[config.mk]
export PLATFORM = sky130hd
export DESIGN_NAME = sqbd_queue
export DESIGN_NICKNAME = d
export VERILOG_FILES = /design/src/rtl/sqbd_pkg.sv /design/src/rtl/sqbd_queue.sv
export VERILOG_INCLUDE_DIRS = /design/src /design/src/rtl
export SDC_FILE = /design/constraint.sdc
export NUM_CORES = 1
export LEC_CHECK = 0
export ABC_AREA = 1
export BUFFER_PORTS_ARGS = -buffer_cell sky130_fd_sc_hd__buf_4
export CAP_MARGIN = 20
export CORE_MARGIN = 10
export CORE_UTILIZATION = 60
export DETAILED_ROUTE_END_ITERATION = 8
export PLACE_DENSITY = 0.82
export SLEW_MARGIN = 20
export SYNTH_ARGS = -nofsm -noshare
export SYNTH_HDL_FRONTEND = slang
export SYNTH_SLANG_ARGS = --single-unit
[constraint.sdc]
create_clock -name clk_i -period 5.6 [get_ports clk_i]
set_clock_uncertainty 0.15 [all_clocks]
set_input_delay 1.12 -clock clk_i [delete_from_list [all_inputs] [get_ports clk_i]]
set_output_delay 1.12 -clock clk_i [all_outputs]
set_load 0.01 [all_outputs]
[src/rtl/ssd_quantized_box_decode_unit_defines.svh]
// ----------------------------------------------------------------------------
// ssd quantized box decode assertion macros
// shared assertion wrappers, compiled out when NO_ASSERTIONS is set
// ----------------------------------------------------------------------------
`ifndef SSD_QUANTIZED_BOX_DECODE_UNIT_DEFINES_SVH
`define SSD_QUANTIZED_BOX_DECODE_UNIT_DEFINES_SVH

`ifndef NO_ASSERTIONS
`define SQBD_ASSERT(lbl, prop, msg) \
  lbl: assert property (@(posedge clk_i) disable iff (!rst_ni) (prop)) else $error(msg);
`define SQBD_ASSERT_ALWAYS(lbl, prop, msg) \
  lbl: assert property (@(posedge clk_i) (prop)) else $error(msg);
`else
`define SQBD_ASSERT(lbl, prop, msg)
`define SQBD_ASSERT_ALWAYS(lbl, prop, msg)
`endif

`endif

[src/rtl/sqbd_pkg.sv]
// ----------------------------------------------------------------------------
// sqbd_pkg
// shared types of the box decode unit: configuration and queued request
// ----------------------------------------------------------------------------
package sqbd_pkg;

  localparam logic [7:0] CFG_MIN_CONFIDENCE = 8'd0;
  localparam logic [7:0] CFG_DELTA_OFFSET   = 8'd1;
  localparam logic [7:0] CFG_DELTA_SCALE    = 8'd2;
  localparam logic [7:0] CFG_SCORE_SCALE    = 8'd3;

  typedef struct packed {
    logic        [7:0]  min_confidence;
    logic signed [7:0]  delta_offset;
    logic        [15:0] delta_scale;
    logic        [15:0] score_scale;
  } sqbd_cfg_t;

  typedef struct packed {
    logic        [7:0]  delta_y;
    logic        [7:0]  delta_x;
    logic        [7:0]  delta_h;
    logic        [7:0]  delta_w;
    logic signed [15:0] prior_ymin;
    logic signed [15:0] prior_xmin;
    logic signed [15:0] prior_ymax;
    logic signed [15:0] prior_xmax;
    logic        [7:0]  confidence;
    logic        [6:0]  label;
    logic        [7:0]  batch;
    logic               keep;
  } sqbd_item_t;

endpackage

[src/rtl/sqbd_queue.sv]
// ----------------------------------------------------------------------------
// sqbd_queue
// short fifo between the front register and the decode pipeline
// ----------------------------------------------------------------------------
`include "ssd_quantized_box_decode_unit_defines.svh"

module sqbd_queue (
  input  logic                 clk_i,
  input  logic                 rst_ni,
  input  logic                 push_i,
  input  sqbd_pkg::sqbd_item_t item_i,
  output logic                 full_o,
  input  logic                 pop_i,
  output logic                 valid_o,
  output sqbd_pkg::sqbd_item_t item_o
);
  import sqbd_pkg::*;

  localparam int QUEUE_DEPTH = 4;
  localparam int PtrW = $clog2(QUEUE_DEPTH);
  localparam int CntW = $clog2(QUEUE_DEPTH + 1);

  sqbd_item_t        mem_q [QUEUE_DEPTH];
  logic [PtrW-1:0]   wr_ptr_q, wr_ptr_d, rd_ptr_q, rd_ptr_d;
  logic [CntW-1:0]   count_q, count_d;

  assign full_o  = (count_q == CntW'(QUEUE_DEPTH));
  assign valid_o = (count_q != '0);
  assign item_o  = mem_q[rd_ptr_q];

  always_comb begin
    wr_ptr_d = wr_ptr_q;
    rd_ptr_d = rd_ptr_q;
    count_d  = count_q;
    if (push_i) begin
      wr_ptr_d = (wr_ptr_q == PtrW'(QUEUE_DEPTH - 1)) ? '0 : wr_ptr_q + 1'b1;
    end
    if (pop_i) begin
      rd_ptr_d = (rd_ptr_q == PtrW'(QUEUE_DEPTH - 1)) ? '0 : rd_ptr_q + 1'b1;
    end
    if (push_i && !pop_i) begin
      count_d = count_q + 1'b1;
    end else if (pop_i && !push_i) begin
      count_d = count_q - 1'b1;
    end
  end

  always_ff @(posedge clk_i or negedge rst_ni) begin
    if (!rst_ni) begin
      wr_ptr_q <= '0;
      rd_ptr_q <= '0;
      count_q  <= '0;
    end else begin
      wr_ptr_q <= wr_ptr_d;
      rd_ptr_q <= rd_ptr_d;
      count_q  <= count_d;
    end
  end

  always_ff @(posedge clk_i) begin
    if (push_i) begin
      mem_q[wr_ptr_q] <= item_i;
    end
  end

  `SQBD_ASSERT(a_queue_no_overflow, !(push_i && full_o && !pop_i), "push into full queue")
  `SQBD_ASSERT(a_queue_no_underflow, pop_i |-> valid_o, "pop from empty queue")

endmodule

# [Word level (Yosys, flattened, before mapping)]
# Memory sizes are Yosys's and may differ from the RTL's.
# Cells that the tools add are included.
# Widths: inputs -> output; s select.
[totals] regBits=7 mem_bits_rw=480 in_bits=124 out_inout_bits=122 memories=1
[memory_table] name="mem_q" words=4 word_bits=120 read_ports=1 rd_ports_with_merged_regs=0 write_ports=1 line_no="sqbd_queue.sv:23" rtl="sqbd_item_t mem_q [QUEUE_DEPTH];"
[classes] n_addsub=4 n_eq_ne=3 muxes=6 n_reduce_logical=6
[op_table] op="$mux 3" count=2
[op_table] op="$add 2x1->2 const B" count=2
[op_table] op="$eq 2x2->1 const B" count=2
[op_table] op="$mux 2" count=2
[op_table] op="$add 3x1->3 const B" count=1
[op_table] op="$eq 3x3->1 const B" count=1
[op_table] op="$reduce_bool 3->1" count=1
[op_table] op="$sub 3x1->3 const B" count=1
[op_table] op="$logic_and 1x1->1" count=2
[op_table] op="$logic_not 1->1" count=2
[op_table] op="$mux 1" count=2
[op_table] op="$reduce_bool 2->1" count=1

# [Logic depth before layout (Yosys ltp)]
[logic_depth] word_depth=4 mapped_depth=9

# [Worst setup path before layout]
# OpenSTA, ideal clock, no wires.
[synth_timing] path_kind="input to register" startpoint="in push_i" endpoint="mem mem_q[3][0] in the netlist's numbering, enable pin" setup_time_ns=0.473 arrival_ns=3.477 path_slack_ns=1.500 path_stages=2 path_buffers=0 cell_sequence="nand2_1 -> inv_1"
[synth_via] elab_chain_cells=2
[synth_rtl] element="start, declared" line_no="sqbd_queue.sv:10" rtl="input logic push_i,"
[synth_rtl] element="$mux 1" line_no="sqbd_queue.sv:61" rtl="if (push_i) begin"
[synth_rtl] element="$mux 1 (not written as such)" line_no="sqbd_queue.sv:62" rtl="mem_q[wr_ptr_q] <= item_i;"
[synth_rtl] element="end, declared" line_no="sqbd_queue.sv:23"
# Every way passes these cells.

==> results.yml <==
cells_and_area:
  layout_commonest_cell: "edfxtp_1"
  areaGrowthSynthToFinish_pct: 18.2
  drive_gt1_share_pct: 21.8
  layout_common_cells: "480 x edfxtp_1, 377 x nand2_1, 249 x buf_4, 247 x inv_1, 190 x o211ai_1"
  nNetsFinal: 1810
  final_area_sq_um: 23200
  fillers: 2100
  final-instance-count-excl-fill: 2156
setup_path:
  required_ns: 4.33
  path_max_fanout: 174
  worstSetupEndpointType: "primary output"
  crit_type: "flip-flop to primary output"
  ff2ff_setup_slack_ns: 3.26
  critical_path_arrival_ns: 2.88
  critPathLaunchType: "flip-flop"
die:
  core-area_sq_um: 32400
  chipWidth_um: 201
  start_util_pct: 60.5
  row_count: 66
  die_area_sq_um: 40300
  die-height_um: 201
  pin_count: 246
place:
  gp_congestion: 0.782
  placed_area_sq_um: 21700
  place_hpwl_mm: 24.8
  dp.cells: 2072
  io_buffers: 245
timing:
  min_period_ns: 4.15
  hold_viol: 0
  slew_viol_final: 0
  maxSlewHeadroom_pct: 35.9
  fmax_ghz: 0.241
  worstMarginPinSlew_ns: 0.962
  fin_tns_setup_ns: 0
  setup_viol: 0
  holdWs_ns: 0.236
  rsz0062_at_grt: "false"
  finalCritPeriodShare_pct: 74.0
route:
  routed_wl_mm: 40.0
  ant_nets: 0
  wl_per_cell_um: 18.5
  num_vias: 11600
  drt_first_pass_iters: 5
  drc: 0
  drt_iter0_markers: 810
  avgViaCountPerCell: 5.36
clock_network:
  htreeDepth: 2
  numCtsBuffers: 47
  post_cts_buffers: 0
  clk_latency_ns: 0.53
  clock_sinks: 487
  cts_buffer_depth: 3
  cts_resized: 0
  cts_tree: "built"
  cts_hold_buf: 0
  path_clk_slew_ns: 0.06
  cts-root-buf: "clkbuf_16"
yosys:
  synth_cells: 1453
  synth-seq-area-share_pct: 74.4
  yosysWarnings: 0
  synth_fp_nets: 1584
  syn_avg_cell_area_sq_um: 13.5
  synth_fa_ha_area_share_pct: 0.485
  synth-xor-area-share_pct: 0.0447
  synthMuxAreaShare_pct: 0
  synth_seq_cells: 487
  synth_compound_area_share_pct: 10.6
  synth_area_sq_um: 19600
  synth_top_family_by_area: "compound AO/OA/AOI/OAI gates"
  synth_simple_gate_area_share_pct: 7.34
  post_synth_num_cell_types: 20
worst_hold_path:
  hold_class: "primary input to asynchronous set/reset pin"
global_route:
  antenna_found_initial: 2
  grt-ovfl-total: 0
  track_usage_pct: 19.5
  grt_start_max_net_pins: 175
  grt_pass1_wl_mm: 63.0
  grt_pass1_vias: 11500
pwr:
  ir_drop_v: 0.000366
  leakage_nw: 9.39
  powerDensity_nw_per_um2: 505
status:
  status: "complete, no violations"
job:
  max_cap_viol_count: 0
==> path summary, 6_finish.rpt <==
| kind | from | end | cells past startpoint |
|---|---|---|---|
| min in group clk_i | count_q[2]$_DFFE_PN0P_ | count_q[2]$_DFFE_PN0P_ | 2 |
| worst max register to register | wr_ptr_q[0]$_DFFE_PN0P_ | mem_q[0][60]$_DFFE_PP_ | 5 |
| worst max-delay path | rd_ptr_q[0]$_DFFE_PN0P_ | item_o[40] | 6 |
| worst min register to register | count_q[2]$_DFFE_PN0P_ | count_q[2]$_DFFE_PN0P_ | 2 |
| worst min-delay path | rst_ni | count_q[2]$_DFFE_PN0P_ | 1 |
| max in group asynchronous | rst_ni | rd_ptr_q[1]$_DFFE_PN0P_ | 1 |
==> logic make-up (layout without fill, tap and decap cells) <==
group / count (synthesis) / after routing
DFF: 487 / 487
and+or+nand+nor: 382 / 382
buffers and inverters: 332 / 591
AOI/OAI and AO/OA: 244 / 244
adders and majority gates: 7 / 7
xor gates and xnor gates: 1 / 1
other: 0 / 2
==> cell type report <==
type	count	area [sq um]	share of cell area (%)
Multi-Input combinational cell	634	3610	15.6
Tap cell	442	553	2.39
Clock buffer	62	1280	5.55
Clock inverter	20	141	0.610
Inverter	253	970	4.18
Antenna cell	2	5.00	0.0216
Timing Repair Buffer	256	2010	8.67
Sequential cell	487	14600	63.0
==> report_power, final <==
group	internal [mW]	switching [mW]	total, mW
combinational	1.48	2.40	3.87
sequential	4.67	0.227	4.90
clock	1.70	1.24	2.94
total	7.85	3.86	11.7
==> metrics by stage <==
stage                     worst slack, ns  utilization (%)  total power, mW
final                                1.45             71.6             11.7
after detailed placement             2.03             67.2             8.91
after CTS                            1.44             71.6             11.8
after floorplan                      1.50                -             7.28
after global placement               2.03             67.2             8.79
after global routing                 1.25             71.6             12.4
==> sequential cells by signal (all words and copies together) (netlist names) <==
| register | flops |
|---|---|
| mem_q | 480 |
| wr_ptr_q | 2 |
| rd_ptr_q | 2 |
| count_q | 3 |
==> Yosys cell counts <==
library cell    n  area share, %
nand2_1       377            7.2
inv_1         251            4.8
nand3_1         1          0.026
dfrtp_1         7           0.89
o21ai_0         3          0.077
o21ai_1         1          0.026
clkbuf_1       16           0.31
nor2_1          2          0.038
o211ai_2       50            3.2
fa_1            1           0.10
buf_4           1          0.038
xnor2_1         1          0.045
nor3_1          1          0.026
o211ai_1      190            7.3
ha_1            6           0.38
inv_2           2          0.038
edfxtp_1      480             74
buf_2          51            1.3
buf_6          11           0.63
nand4_1         1          0.032
==> metal layers <==
| layer | part of all wire [%] | up-vias | GRT usage, % |
|---|---|---|---|
| met5 | 0 | - | 0 |
| met2 | 51 | 357 | 32.7 |
| met4 | 2.4 | 0 | 6.52 |
| met1 | 41 | 5598 | 25.0 |
| met3 | 5.9 | 70 | 4.03 |
| li1 | - | 5533 | - |
==> critical path, stage by stage, from the launching register on <==
cell and delay, ns:
dfrtp_1 0.45, inv_8 0.64, buf_4 0.59, nand2_1 0.12
o211ai_1 0.13, nand2_1 0.12, buf_4 0.16
Note: power is estimated with default switching activity, not from simulation.
