==> src/rtl/ssd_quantized_box_decode_unit_defines.svh <==
// ----------------------------------------------------------------------------
// ssd quantized box decode assertion macros
// shared assertion wrappers, compiled out when NO_ASSERTIONS is set
// ----------------------------------------------------------------------------
`ifndef SSD_QUANTIZED_BOX_DECODE_UNIT_DEFINES_SVH
`define SSD_QUANTIZED_BOX_DECODE_UNIT_DEFINES_SVH

`ifndef NO_ASSERTIONS
`define SQBD_ASSERT(lbl, prop, msg) \
  lbl: assert property (@(posedge clk_i) disable iff (!rst_ni) (prop)) else $error(msg);
`define SQBD_ASSERT_ALWAYS(lbl, prop, msg) \
  lbl: assert property (@(posedge clk_i) (prop)) else $error(msg);
`else
`define SQBD_ASSERT(lbl, prop, msg)
`define SQBD_ASSERT_ALWAYS(lbl, prop, msg)
`endif

`endif

==> src/rtl/sqbd_pkg.sv <==
// ----------------------------------------------------------------------------
// sqbd_pkg
// shared types of the box decode unit: configuration and queued request
// ----------------------------------------------------------------------------
package sqbd_pkg;

  localparam logic [7:0] CFG_MIN_CONFIDENCE = 8'd0;
  localparam logic [7:0] CFG_DELTA_OFFSET   = 8'd1;
  localparam logic [7:0] CFG_DELTA_SCALE    = 8'd2;
  localparam logic [7:0] CFG_SCORE_SCALE    = 8'd3;

  typedef struct packed {
    logic        [7:0]  min_confidence;
    logic signed [7:0]  delta_offset;
    logic        [15:0] delta_scale;
    logic        [15:0] score_scale;
  } sqbd_cfg_t;

  typedef struct packed {
    logic        [7:0]  delta_y;
    logic        [7:0]  delta_x;
    logic        [7:0]  delta_h;
    logic        [7:0]  delta_w;
    logic signed [15:0] prior_ymin;
    logic signed [15:0] prior_xmin;
    logic signed [15:0] prior_ymax;
    logic signed [15:0] prior_xmax;
    logic        [7:0]  confidence;
    logic        [6:0]  label;
    logic        [7:0]  batch;
    logic               keep;
  } sqbd_item_t;

endpackage

==> src/rtl/sqbd_front.sv <==
// ----------------------------------------------------------------------------
// sqbd_front
// input register: accepts candidates, classifies them and feeds the queue
// ----------------------------------------------------------------------------
`include "ssd_quantized_box_decode_unit_defines.svh"

module sqbd_front (
  input  logic                      clk_i,
  input  logic                      rst_ni,
  input  logic                      in_valid_i,
  output logic                      in_stall_o,
  input  logic        [7:0]         delta_y_i,
  input  logic        [7:0]         delta_x_i,
  input  logic        [7:0]         delta_h_i,
  input  logic        [7:0]         delta_w_i,
  input  logic signed [15:0]        prior_ymin_i,
  input  logic signed [15:0]        prior_xmin_i,
  input  logic signed [15:0]        prior_ymax_i,
  input  logic signed [15:0]        prior_xmax_i,
  input  logic        [7:0]         confidence_byte_i,
  input  logic        [6:0]         class_id_i,
  input  logic        [7:0]         batch_index_i,
  input  logic        [7:0]         min_confidence_i,
  input  logic                      full_i,
  output logic                      push_o,
  output sqbd_pkg::sqbd_item_t      item_o
);
  import sqbd_pkg::*;

  localparam int CLASS_COUNT = 128;

  logic       front_vld_q, front_vld_d;
  sqbd_item_t front_q, front_d;
  logic       load;
  logic       keep;

  assign keep = (confidence_byte_i >= min_confidence_i) && (class_id_i != 7'd0) &&
                ({2'b00, class_id_i} < 9'(CLASS_COUNT));

  assign in_stall_o = front_vld_q && full_i;
  assign push_o     = front_vld_q && !full_i;
  assign load       = in_valid_i && !in_stall_o;

  always_comb begin
    front_d            = front_q;
    front_d.delta_y    = delta_y_i;
    front_d.delta_x    = delta_x_i;
    front_d.delta_h    = delta_h_i;
    front_d.delta_w    = delta_w_i;
    front_d.prior_ymin = prior_ymin_i;
    front_d.prior_xmin = prior_xmin_i;
    front_d.prior_ymax = prior_ymax_i;
    front_d.prior_xmax = prior_xmax_i;
    front_d.confidence = confidence_byte_i;
    front_d.label      = class_id_i;
    front_d.batch      = batch_index_i;
    front_d.keep       = keep;
    front_vld_d        = load || (front_vld_q && !push_o);
  end

  always_ff @(posedge clk_i or negedge rst_ni) begin
    if (!rst_ni) begin
      front_vld_q <= 1'b0;
    end else begin
      front_vld_q <= front_vld_d;
    end
  end

  always_ff @(posedge clk_i) begin
    if (load) begin
      front_q <= front_d;
    end
  end

  assign item_o = front_q;

  `SQBD_ASSERT(a_front_accept_held, load |=> front_vld_q, "accepted request not registered")
  `SQBD_ASSERT(a_front_blocked_keeps, (front_vld_q && full_i) |=>
               (front_vld_q && $stable(front_q)), "blocked request lost")

endmodule

==> config.mk <==
export PLATFORM = sky130hd
export DESIGN_NAME = sqbd_front
export DESIGN_NICKNAME = d
export VERILOG_FILES = /design/src/rtl/sqbd_pkg.sv /design/src/rtl/sqbd_front.sv
export VERILOG_INCLUDE_DIRS = /design/src /design/src/rtl
export SDC_FILE = /design/constraint.sdc
export NUM_CORES = 1
export LEC_CHECK = 0
export ABC_AREA = 1
export BUFFER_PORTS_ARGS = -buffer_cell sky130_fd_sc_hd__clkbuf_2
export CAP_MARGIN = 20
export CELL_PAD_IN_SITES_DETAIL_PLACEMENT = 1
export CELL_PAD_IN_SITES_GLOBAL_PLACEMENT = 1
export CORE_ASPECT_RATIO = 0.75
export CORE_MARGIN = 2
export CORE_UTILIZATION = 30
export CTS_CLUSTER_SIZE = 40
export DETAILED_ROUTE_END_ITERATION = 16
export PLACE_DENSITY_LB_ADDON = 0.1
export SLEW_MARGIN = 20
export SYNTH_ARGS = -nofsm -noshare
export SYNTH_HDL_FRONTEND = slang
export SYNTH_SLANG_ARGS = --single-unit
==> constraint.sdc <==
create_clock -name clk_i -period 12.9 [get_ports clk_i]
set_clock_uncertainty 0.1 [all_clocks]
set_input_delay 1.935 -clock clk_i [delete_from_list [all_inputs] [get_ports clk_i]]
set_output_delay 1.935 -clock clk_i [all_outputs]
set_load 0.1 [all_outputs]
==> Word level (Yosys, flattened, before mapping) <==
Cells that the tools add are included.
{ "op_classes": {"magnitude_cmp": 1, "n_reduce_logical": 10} }
{ "op_table": {"columns": ["op", "count"], "rows": [
  [">= comparator 8 bit", 1],
  ["nonzero test 7 bit", 1],
  ["logical AND 1 bit", 5],
  ["zero test 1 bit", 3],
  ["logical OR 1 bit", 1]
]} }
{ "totals": {"regBits": 121, "input_bits": 131, "output_inout_bits": 122} }

==> Depth between registers and ports, before layout <==
{ "logic_depth": {"depth_word": 5, "depth_mapped": 11, "depth_no_buf": 11} }

==> Least setup slack after synthesis <==
OpenSTA, ideal clock, no wires.
{ "synth_timing": {"path_kind": "input to register", "start": "in full_i", "end": "reg front_q, in the netlist item_o[0] (enable)", "t_arrival_ns": 7.538, "required_ns": 12.200, "setup_slack_ns": 4.663, "stages": 3, "n_path_buf": 0, "cell_sequence": "nand2_1 inv_1 nor2_1"} }
{ "synth_between": {"elab_chain_len": 3} }
{ "synth_lines": {"columns": ["item", "line_no", "text"], "rows": [
  ["from (decl)", "sqbd_front.sv:24", "input logic full_i,"],
  ["logical AND 1 bit", "sqbd_front.sv:40", "assign in_stall_o = front_vld_q && full_i;"],
  ["named net in_stall_o", "sqbd_front.sv:11", "output logic in_stall_o,"],
  ["zero test 1 bit", "sqbd_front.sv:42", "assign load = in_valid_i && !in_stall_o;"],
  ["logical AND 1 bit", "sqbd_front.sv:42", null],
  ["named net load", "sqbd_front.sv:34", "logic load;"],
  ["to (signal assigned)", "sqbd_front.sv:71", "front_q <= front_d;"],
  ["to (decl)", "sqbd_front.sv:33", "sqbd_item_t front_q, front_d;"]
]} }
The timed path passes the listed nets, and every way through them passes these cells.
A chain may end at the register's enable or synchronous reset.

==> Worst setup path after layout <==
{ "layout_timing": {"start": "in full_i", "end": "out in_stall_o"} }
{ "layout_between": {"elab_chain_len": 1} }
{ "layout_lines": {"columns": ["item", "line_no"], "rows": [
  ["logical AND 1 bit", "sqbd_front.sv:40"],
  ["to (decl)", "sqbd_front.sv:11"]
]} }
Every way passes these cells.

==> results.md <==
- Summing the areas of all compound-gate instances in the mapped netlist gives 0.482% of the synthesized area.
- The floorplan step defined a die boundary enclosing between 10000 and 15000 um^2.
- The transition time at the pin with the least slew margin is 926 ps.
- The distinct cell type count after synthesis is 13.
- In this run the number of H-tree levels came out at 4.
- After the last flow step, the layout net total stands at 580.
- The tree built by TritonCTS fans out to 121 sinks.
- The clock edge transition at the registers on the reported setup and hold paths is 60 ps.
- The area of the core region is 12800 um^2.
- Buffers inserted to repair hold after CTS numbered 0.
- The number of endpoints failing setup at the final stage is 0.
- The initial standard-cell utilization of the core is a little under a third.
- The flip-flop and latch count after synthesis is 121.
- After synthesis the cells add up to 3890 um^2.
- Counting the buffers created by CTS gives 17.
- The layout-stage area growth over the synthesis result is 53.8%.
- The fraction of the core area covered by cells at the end of the flow is approximately 47%.
- VDD sags by at most 0.0898 mV.
- The number of nets in the synthesized netlist is 307.
- The sequential fraction of design power is 41.2%.
- The path class of the tightest hold or removal check is flip-flop to flip-flop.
- The number of rows in the core area is 36.
- In this run the post-CTS setup repair buffer count came out at 0.
- The number of detailed-routing iterations run before antenna repair is 4.
- The count of maximum capacitance violations is 0.
- The die is 103 um tall.
- The count of instances resized after the clock tree is built is 0.
- The share of cell area taken by muxes after synthesis is 0%.
- The run finished with clean final reports.
- At the end of routability-driven placement, the weighted congestion stood at 0.690.
- Net switching is 31.4% of the power.
- The aggregate global routing overflow is 0.
- The cell at the root of the clock tree is clkbuf_16.
- 253 I/O pins were placed.
- The initial antenna violation count was 0.
- The setup slack of the worst register-to-register path is 10280 ps.
- The largest buffer count on any clock path is 2.
- Of the total power, combinational logic draws 18.5%.
- The maximum achievable frequency is 0.212 GHz.
- The number of filler cells placed in the layout is between 1k and 1.5k.
- The CTS tree is done.
- The combinational family with the most area after synthesis is adder cells.
- The number of global-route vias before repair is 2543.
- The category of the most critical setup path is primary input to primary output.
- The horizontal die dimension is 136 um.
- The destination of the worst hold path is front_vld_q.
- The internal power of the cells totals 0.774 mW.
- The arrival time of the worst setup path is 2690 ps.
- The first-pass GRT wire length is between 10000 and 15000 um.
- The number of vias in the routed layout is 2529.
- The clock period could shrink to 4720 ps.
- After detailed routing, the number of vias per cell comes to between 4 and 5.
- The power density over the cells is 188 nW/um^2.
- The switching power total is 0.354 mW.
- Summing internal, switching and leakage power gives 1.13 mW.
- Summing all multi-input logic gate instances after layout gives 215 um^2.
- The total count of max-transition violations in the final report is 0.
- The reported leakage power is roughly 2.7 nW.
- In the final timing run, aggregate negative setup slack is 0 ps.
- The tightest hold path in the finished design has a slack of 411 ps.
- The source of the worst register-to-register timing path is front_vld_q.
- The share of synthesized area occupied by flip-flops and latches is 93.2%.
- The post-route antenna net violation count is 0.
- In this run the most critical hold path is launched from front_vld_q.
- The worst setup path is launched from a primary input.
- The number of cells on the worst reg-to-reg path is 5.
- After detailed routing, the number of remaining DRC violations is 0.
- The simple-gate area share of the yosys netlist is under 10%.
- The startpoint of the worst setup timing path is full_i.
- The highest net fanout along the worst path is 2.
- The proportion of power drawn by the clock network is 40.2%.
- The final critical path takes up 36.6% of the cycle.
- The count of yosys warnings during synthesis is 0.
- The cell count after synthesis came out at roughly 170.
- The antenna cell count is 0.
- The synthesized netlist devotes 2.57% of its cell area to adder and majority cells.
- The worst relative slew slack is a little under two fifths.
- The routed wire length is 9720 um.
- STA puts the critical path data required time at 10860 ps.
- The mean instance size in the synthesized netlist is 23.2 um^2.
- Setup repair after global routing left no endpoint under its margin.
- For the worst-skew pair, the clock arrives at the later sink with an insertion delay of about 400 ps.
- In the final routed layout, each cell accounts on average for 15.6 um.
- Across every metal layer, demand over resource in global routing totals 13.5%.
- The first routing iteration left 156 violations.
- In the final layout, flip-flops and latches occupy 3630 um^2.
- The hold violation count in the final report is 0.
- Cells with a size suffix above 1 make up 63.2% of the layout.
- The xor/xnor cell area share of the yosys netlist is 0%.
- The capturing point of the worst reg2reg path is item_o[59].
- During placement, the flow inserted port buffers numbering 252.
- The worst setup path is captured at a primary output.
- After legalization and detailed placement, the total HPWL measured 7460 um.
- Entering global routing, the biggest net connects 86 pins.
- The worst hold path was traced through 2 stages.
how the worst max path moves through the flow:
stage,to,slack [ps],depth (start not counted)
2_1_floorplan,item_o[0],4660,3
3_3_place_gp,in_stall_o,8210,4
3_5_place_dp,in_stall_o,8170,4
4_1_cts,in_stall_o,8170,4
5_1_grt,in_stall_o,8130,4
6_report,in_stall_o,8180,4
layout make-up:
cell class	instances	share of cell area [%]
Clock buffer	17	7.11
Clock inverter	15	2.53
Inverter	15	0.940
Multi-Input combinational cell	32	3.59
Sequential cell	121	60.6
Tap cell	171	3.57
Timing Repair Buffer	254	21.7
cells by family after synthesis:
group	Yosys count
flip-flops	121
AND/OR/NAND/NOR	21
AO/OA/AOI/OAI	3
adder cells (fa/ha/maj)	8
buffers and inverters	15
per-layer routing:
| layer | wire, um | share of wire [%] | GRT usage [%] |
|---|---|---|---|
| met4 | 159 | 1.6 | 6.65 |
| met5 | 0 | 0 | 0 |
| met3 | 1230 | 13 | 7.03 |
| met1 | 3500 | 36 | 14.5 |
| met2 | 4840 | 50 | 22.3 |
registers in the layout, summed over array words and instances (netlist names):
register,cells
front_vld_q,1
item_o,120
metrics by stage:
step | setup WS (ps) | instances | area [um^2]
4_1_cts | 8170 | 624 | 5960
6_report | 8180 | 625 | 5990
2_1_floorplan | 4660 | 168 | 3890
5_1_grt | 8130 | 625 | 5990
3_5_place_dp | 8170 | 592 | 5380
3_3_place_gp | 8210 | 592 | 5380
Yosys cell counts:
cell	n	area, um^2
a21o_2	1	8.76
a21oi_1	2	10.0
dfrtp_1	1	25.0
edfxtp_1	120	3600
ha_1	8	100
inv_1	15	56.3
nand2_1	12	45.0
nand3_1	1	5.00
nand4_1	1	6.26
nor2_1	4	15.0
nor2_2	1	6.26
nor3_1	1	5.00
nor4_1	1	6.26
worst max-delay path, stage by stage:
cell and delay (ps):
clkbuf_2 90, nand2_1 70, inv_1 120, clkbuf_2 480
layout by cell type (no fill, tap or decap), drive strengths merged, types with 2 or more instances in the layout:
cell type	synthesis	routed
nand2	12	12
inv	15	17
ha	8	8
bufinv	0	2
edfxtp	120	120
buf	0	2
clkbuf	0	269
clkinv	0	7
clkinvlp	0	4
a21oi	2	2
nor2	5	5
power groups by stage:
stage               logic, mW  clock network, mW  registers, mW
floorplan              0.0159                  0          0.625
CTS                     0.210              0.467          0.466
global route            0.217              0.483          0.467
global placement        0.208                  0          0.473
finish                  0.209              0.453          0.465
detailed placement      0.209                  0          0.474
Note: power is estimated with default switching activity, not from simulation.
